--- config.mk ---
export PLATFORM = sky130hd
export DESIGN_NAME = lsb_message_extractor_unit
export DESIGN_NICKNAME = d
export VERILOG_FILES = /design/src/lsbx_pkg.sv /design/src/lsbx_in_stage.sv /design/src/lsbx_extract.sv /design/src/lsb_message_extractor_unit.sv
export SDC_FILE = /design/constraint.sdc
export NUM_CORES = 1
export LEC_CHECK = 0
export BUFFER_PORTS_ARGS = -buffer_cell sky130_fd_sc_hd__buf_4
export CORE_MARGIN = 5
export CORE_UTILIZATION = 61
export DETAILED_ROUTE_END_ITERATION = 6
export GPL_ROUTABILITY_DRIVEN = 1
export PLACE_DENSITY = 0.8
export REMOVE_ABC_BUFFERS = 1
export SLEW_MARGIN = 20
export SYNTH_ARGS = -nofsm -noshare
export SYNTH_HDL_FRONTEND = slang
export SYNTH_SLANG_ARGS = --single-unit
--- constraint.sdc ---
create_clock -name clk -period 4.2 [get_ports clk]
set_input_delay 0.84 -clock clk [delete_from_list [all_inputs] [get_ports clk]]
set_output_delay 0.84 -clock clk [all_outputs]
set_load 0.02 [all_outputs]
--- src/lsbx_pkg.sv ---
// Shared types and constants for the LSB message extractor.
package lsbx_pkg;

  localparam int HEADER_BITS = 16;
  localparam int FIELD_W     = 16;
  localparam int BYTE_BITS   = 8;
  localparam int BIT_CNT_W   = $clog2(HEADER_BITS + 1);

  typedef enum logic [2:0] {
    PH_INTERVAL = 3'd0,
    PH_PLEN     = 3'd1,
    PH_SIZE     = 3'd2,
    PH_PATH     = 3'd3,
    PH_TEXT     = 3'd4,
    PH_DONE     = 3'd5
  } phase_t;

  typedef enum logic [1:0] {
    KIND_HEADER = 2'd0,
    KIND_PATH   = 2'd1,
    KIND_TEXT   = 2'd2
  } kind_t;

  // Word held in the input register, passed to the extractor.
  typedef struct packed {
    logic valid;
    logic lsb;
  } step_t;

  typedef struct packed {
    kind_t              kind;
    logic [7:0]         data_byte;
    logic [FIELD_W-1:0] path_length;
    logic [FIELD_W-1:0] text_size;
    logic [FIELD_W-1:0] sample_interval;
    logic               last;
  } result_t;

endpackage

--- src/lsbx_in_stage.sv ---
// Input register for incoming pixel words.
module lsbx_in_stage (
  input  logic          clk,
  input  logic          rst,
  input  logic [7:0]    pixel,
  input  logic          pixel_valid,
  output logic          pixel_ready,
  input  logic          advance,
  output lsbx_pkg::step_t step
);

  logic in_valid;
  logic in_lsb;

  assign pixel_ready = !in_valid || advance;

  always_ff @(posedge clk) begin
    if (rst) begin
      in_valid <= 1'b0;
    end else if (pixel_valid && pixel_ready) begin
      in_valid <= 1'b1;
    end else if (advance) begin
      in_valid <= 1'b0;
    end
  end

  always_ff @(posedge clk) begin
    if (pixel_valid && pixel_ready) begin
      in_lsb <= pixel[0];
    end
  end

  assign step.valid = in_valid;
  assign step.lsb   = in_lsb;

endmodule

--- src/lsbx_extract.sv ---
// Message decode state and result register.
module lsbx_extract (
  input  logic              clk,
  input  logic              rst,
  input  lsbx_pkg::step_t   step,
  output logic              advance,
  output lsbx_pkg::result_t result,
  output logic              result_valid,
  input  logic              result_ready
);

  localparam int FW = lsbx_pkg::FIELD_W;
  localparam int BW = lsbx_pkg::BIT_CNT_W;

  lsbx_pkg::phase_t phase, phase_next;
  logic [BW-1:0]    bit_count, bit_count_next;
  logic [FW-1:0]    shift_reg, shift_reg_next;
  logic [FW-1:0]    skip_count, skip_count_next;
  logic [FW-1:0]    interval_reg, interval_reg_next;
  logic [FW-1:0]    path_len_reg, path_len_reg_next;
  logic [FW-1:0]    size_reg, size_reg_next;
  logic [FW-1:0]    byte_count, byte_count_next;

  logic [FW-1:0]    shifted;
  logic [BW-1:0]    bc_inc;
  logic [FW-1:0]    byte_inc;
  logic [FW-1:0]    skip_reload;
  logic             header_full;
  logic             byte_full;
  logic             sample;
  logic             res_fire;
  lsbx_pkg::result_t res;

  assign advance     = step.valid && (!result_valid || result_ready);
  assign shifted     = {shift_reg[FW-2:0], step.lsb};
  assign bc_inc      = bit_count + BW'(1);
  assign byte_inc    = byte_count + FW'(1);
  assign header_full = bc_inc >= BW'(lsbx_pkg::HEADER_BITS);
  assign byte_full   = bc_inc >= BW'(lsbx_pkg::BYTE_BITS);
  assign skip_reload = (interval_reg == '0) ? '0 : interval_reg - FW'(1);
  assign sample      = (skip_count == '0);

  // next state
  always_comb begin
    phase_next        = phase;
    bit_count_next    = bit_count;
    shift_reg_next    = shift_reg;
    skip_count_next   = skip_count;
    interval_reg_next = interval_reg;
    path_len_reg_next = path_len_reg;
    size_reg_next     = size_reg;
    byte_count_next   = byte_count;
    unique case (phase)
      lsbx_pkg::PH_INTERVAL: begin
        shift_reg_next = shifted;
        bit_count_next = bc_inc;
        if (header_full) begin
          interval_reg_next = shifted;
          shift_reg_next    = '0;
          bit_count_next    = '0;
          skip_count_next   = '0;
          phase_next        = lsbx_pkg::PH_PLEN;
        end
      end
      lsbx_pkg::PH_PLEN, lsbx_pkg::PH_SIZE, lsbx_pkg::PH_PATH, lsbx_pkg::PH_TEXT: begin
        if (!sample) begin
          skip_count_next = skip_count - FW'(1);
        end else begin
          skip_count_next = skip_reload;
          shift_reg_next  = shifted;
          bit_count_next  = bc_inc;
          if (phase == lsbx_pkg::PH_PLEN) begin
            if (header_full) begin
              path_len_reg_next = shifted;
              shift_reg_next    = '0;
              bit_count_next    = '0;
              phase_next        = lsbx_pkg::PH_SIZE;
            end
          end else if (phase == lsbx_pkg::PH_SIZE) begin
            if (header_full) begin
              size_reg_next   = shifted;
              shift_reg_next  = '0;
              bit_count_next  = '0;
              byte_count_next = '0;
              if (path_len_reg != '0) begin
                phase_next = lsbx_pkg::PH_PATH;
              end else if (shifted != '0) begin
                phase_next = lsbx_pkg::PH_TEXT;
              end else begin
                phase_next = lsbx_pkg::PH_DONE;
              end
            end
          end else if (byte_full) begin
            shift_reg_next  = '0;
            bit_count_next  = '0;
            byte_count_next = byte_inc;
            if (phase == lsbx_pkg::PH_PATH) begin
              if (byte_inc == path_len_reg) begin
                byte_count_next = '0;
                phase_next = (size_reg != '0) ? lsbx_pkg::PH_TEXT : lsbx_pkg::PH_DONE;
              end
            end else if (byte_inc == size_reg) begin
              byte_count_next = '0;
              phase_next      = lsbx_pkg::PH_DONE;
            end
          end
        end
      end
      default: begin
      end
    endcase
  end

  // result
  always_comb begin
    res_fire            = 1'b0;
    res.kind            = lsbx_pkg::KIND_HEADER;
    res.data_byte       = '0;
    res.path_length     = path_len_reg;
    res.text_size       = size_reg;
    res.sample_interval = interval_reg;
    res.last            = (phase_next == lsbx_pkg::PH_DONE);
    unique case (phase)
      lsbx_pkg::PH_SIZE: begin
        res_fire      = sample && header_full;
        res.text_size = shifted;
      end
      lsbx_pkg::PH_PATH: begin
        res_fire      = sample && byte_full;
        res.kind      = lsbx_pkg::KIND_PATH;
        res.data_byte = shifted[7:0];
      end
      lsbx_pkg::PH_TEXT: begin
        res_fire      = sample && byte_full;
        res.kind      = lsbx_pkg::KIND_TEXT;
        res.data_byte = shifted[7:0];
      end
      default: begin
      end
    endcase
  end

  always_ff @(posedge clk) begin
    if (rst) begin
      phase        <= lsbx_pkg::PH_INTERVAL;
      bit_count    <= '0;
      shift_reg    <= '0;
      skip_count   <= '0;
      interval_reg <= '0;
      path_len_reg <= '0;
      size_reg     <= '0;
      byte_count   <= '0;
    end else if (advance) begin
      phase        <= phase_next;
      bit_count    <= bit_count_next;
      shift_reg    <= shift_reg_next;
      skip_count   <= skip_count_next;
      interval_reg <= interval_reg_next;
      path_len_reg <= path_len_reg_next;
      size_reg     <= size_reg_next;
      byte_count   <= byte_count_next;
    end
  end

  always_ff @(posedge clk) begin
    if (rst) begin
      result_valid <= 1'b0;
    end else if (advance && res_fire) begin
      result_valid <= 1'b1;
    end else if (result_ready) begin
      result_valid <= 1'b0;
    end
  end

  always_ff @(posedge clk) begin
    if (advance && res_fire) begin
      result <= res;
    end
  end

endmodule

--- src/lsb_message_extractor_unit.sv ---
// Top level of the LSB message extractor.
// Pixel words arrive in raster order and one is taken every cycle as long
// as results are taken; each word is held in the input register and then
// decoded into the result register. The first 16 pixels give the sampling
// interval (0 acts as 1), then every interval-th pixel supplies one bit of
// path length, text size, path bytes and text bytes, MSB first. A header
// word follows the text size, then one word per recovered byte; last marks
// the final word, after which pixels are consumed and dropped until reset.
module lsb_message_extractor_unit (
  input  logic        clk,
  input  logic        rst,
  input  logic [7:0]  pixel,
  input  logic        pixel_valid,
  output logic        pixel_ready,
  output logic [1:0]  kind,
  output logic [7:0]  data_byte,
  output logic [15:0] path_length,
  output logic [15:0] text_size,
  output logic [15:0] sample_interval,
  output logic        last,
  output logic        result_valid,
  input  logic        result_ready
);

  lsbx_pkg::step_t   step;
  lsbx_pkg::result_t result;
  logic              advance;

  lsbx_in_stage u_in_stage (
    .clk         (clk),
    .rst         (rst),
    .pixel       (pixel),
    .pixel_valid (pixel_valid),
    .pixel_ready (pixel_ready),
    .advance     (advance),
    .step        (step)
  );

  lsbx_extract u_extract (
    .clk          (clk),
    .rst          (rst),
    .step         (step),
    .advance      (advance),
    .result       (result),
    .result_valid (result_valid),
    .result_ready (result_ready)
  );

  assign kind            = result.kind;
  assign data_byte       = result.data_byte;
  assign path_length     = result.path_length;
  assign text_size       = result.text_size;
  assign sample_interval = result.sample_interval;
  assign last            = result.last;

endmodule
==> summary.txt <==
Worst setup path
  • CP Capture Type: register
  • Critical path, cell by cell: ha_1 > nand3_4 > nor4_2 > xnor2_1 > o21ai_0 > nor4b_1 > a32oi_4 > a21oi_1 > nor3_1
  • Worst path required time: 4480 ps
  • Slowest CP cell: dfxtp_1
  • CP bufs+invs: 0
  • CP Launch Type: register
  • Crit path largest cell delay: 570 ps
  • Crit-path max FO: 16
  • Critical Path AT: 3730 ps
  • Critical path class: reg -> reg
  • Crit-path leading delay family: simple AND/OR/NAND/NOR gates

Floorplan
  • Starting density of the core: 62.1%
  • Die footprint: 17300 um^2
  • I/O pins: 73
  • Die width: 131 um
  • Site row count: 44
  • Die height: 131 um
  • Placeable Area: 14500 um^2

STA
  • Slew Limit Headroom: 36.8%
  • Final setup viols: 0
  • Max Clk Rate: 0.291 GHz
  • Min Tclk post-route: 3440 ps
  • Fin. max-slew vios: 0
  • RSZ-0062 raised after global routing: false
  • Fin crit share: 81.9%
  • Sum Neg Setup Slack: 0 ps
  • Clock Skew: roughly 18 ps
  • Worst slew pin tran: 941 ps
  • Final WS setup: 759 ps
  • Endpoints failing hold: 0

Clock tree
  • TritonCTS buffer count: 17
  • Clock Tree Root: clkbuf_16
  • CTS hold repair buffers: 0
  • CTS max path bufs: 2
  • CTS clk-pin slew, worst paths: 70 ps
  • Clk sinks: 165
  • Post-CTS resize count: 0
  • Number of post-CTS setup repair buffers: 0
  • Clock latency on the worst-skew pair: 440 ps
  • # H-tree levels: 4
  • CTS tree: yes

Placed design
  • Place WS: 843 ps
  • GP Congestion: 0.967
  • Post-DP HPWL: about 16000 um
  • PortBufs: 65
  • Cells after DPL: 1185

Global routing
  • Total global-route track usage: 26.0%
  • Antenna violations before repair: 0
  • Grt met3 use: 5.96%
  • Met2 Resource Use GR: 38.8%
  • Global-route wire length before repair: 36900 um
  • Grt peak-use layer: met2
  • Grt total ovfl: 0
  • GR Util met1: 38.2%
  • Vias in the first global route: 6788
  • Largest net degree at the start of global routing: 58

Drt
  • Vias per inst: 6.20
  • Final ANT Viol Nets: 0
  • Via count: 7546
  • # DRC: 0
  • Total Wirelength: ~23000 um
  • Routed len/inst: 18.8 um
  • Initial DRC count: 854
  • DRT Pass-1 Iters: 6

Yosys
  • Post-synthesis cell count: 986
  • Ys Warns: 0
  • Dominant cells by area after synthesis: dfxtp_1 23%, edfxtp_1 20%, nand2_1 7.5%
  • Sequential cell area fraction in the yosys report: 43.4%
  • Post-synth EDFFs: 60
  • Main synth FF type: dfxtp_1
  • Cell variety after synth: 86
  • Synth top area share: 23.4%
  • Synth area leader: dfxtp_1
  • Syn Area/Cell: 9.12 um^2
  • Post-synth ARST share: 0%
  • Cell Area, Synth: 9000 um^2
  • Register bit count reported by yosys: 165

Pwr
  • Peak supply drop: 0.299 mV
  • Lkg Pwr: 3.48 nW
  • Power Dens Cells: 335 nW/um^2

Cells and area
  • Number of flip-flops under the largest register name: a little under 60
  • Inserted Diodes: 0
  • Layout cells sized above 1: between 10% and 20%
  • Layout Utilization: about 70%
  • Layout fillers: 1156
  • Commonest non-fill, non-tap cell in the layout: nand2_1
  • Most frequent cells in the layout: 180 x nand2_1, 105 x dfxtp_1, 104 x a21oi_1, 75 x buf_4, 61 x nor2_1
  • Most flops, register: u_extract.result
  • Area growth, synth to finish: 10.6%
  • Nets: 1037
  • Non-filler cells, final: 1217

Flow run
  • Max Cap Viol: 0

Worst hold path
  • HP Class: reg -> reg

Outcome
  • Outcome: complete, no violations
worst paths after layout:
kind / slack, ps / endpoint / from / cells past startpoint
worst min-delay path: 480 / u_extract.bit_count[1]$_SDFFE_PP0P_ / u_extract.bit_count[1]$_SDFFE_PP0P_ / 2
worst max register to register: 760 / u_extract.byte_count[15]$_SDFFE_PP0P_ / u_extract.byte_count[0]$_SDFFE_PP0P_ / 9
worst max-delay path: 760 / u_extract.byte_count[15]$_SDFFE_PP0P_ / u_extract.byte_count[0]$_SDFFE_PP0P_ / 9
worst min register to register: 480 / u_extract.bit_count[1]$_SDFFE_PP0P_ / u_extract.bit_count[1]$_SDFFE_PP0P_ / 2
layout make-up:
class | instances | area (um^2) | share of cell area (%)
Clock inverter | 13 | 174 | 1.75
Clock buffer | 19 | 443 | 4.45
Timing Repair Buffer | 76 | 583 | 5.86
Multi-Input combinational cell | 744 | 4560 | 45.8
Inverter | 16 | 60.1 | 0.603
Tap cell | 184 | 230 | 2.31
Sequential cell | 165 | 3900 | 39.2
stage by stage:
stage / instance area (um^2) / hold slack [ps] / power (mW)
after global placement: 9340 / 458 / 1.73
after global routing: 9950 / 511 / 3.43
final: 9950 / 481 / 3.34
after floorplan: 8520 / 443 / 1.70
after detailed placement: 9340 / 469 / 1.73
after CTS: 9950 / 478 / 3.35
layer usage:
layer  part of all wire, %  wire length, um
met2                    45            10300
met4                   1.2              266
met5                     0                0
met1                    45            10300
met3                   8.3             1900
where the power goes:
| group | leakage (nW) | switching (mW) | total (mW) | internal, mW |
|---|---|---|---|---|
| logic | 1.80 | 0.0315 | 0.0404 | 0.00896 |
| registers | 1.37 | 0.00626 | 1.65 | 1.65 |
| clock network | 0.304 | 0.717 | 1.64 | 0.925 |
worst register-to-register path, delay by kind of cell, from the launching register on:
kind,cells,cell delay (ps)
and+or+nand+nor,4,1280
AOI/OAI and AO/OA,3,760
DFF,1,570
adders and majority gates,1,420
xor gates and xnor gates,1,260
kinds of logic (layout without fill, tap and decap cells):
group / after synthesis / in the layout / synth area share [%]
simple gates: 445 / 445 / 26.4
compound gates: 217 / 217 / 15.2
flops: 165 / 165 / 43.4
buf+inv: 77 / 124 / 5.99
xor+xnor: 58 / 58 / 5.95
mux: 18 / 18 / 2.24
fa+ha+maj: 6 / 6 / 0.821
Yosys cell counts (14+ instances only):
| master | number |
|---|---|
| mux2_2 | 17 |
| nor4_1 | 27 |
| nor3_1 | 30 |
| nand3_1 | 27 |
| o21ai_0 | 36 |
| xor2_1 | 18 |
| nand2_1 | 180 |
| clkbuf_1 | 22 |
| inv_1 | 16 |
| xnor2_1 | 38 |
| dfxtp_1 | 105 |
| edfxtp_1 | 60 |
| nor2b_1 | 14 |
| nand4_1 | 16 |
| a21oi_1 | 104 |
| nor2_1 | 61 |
Power figures use the tool's default switching activity.
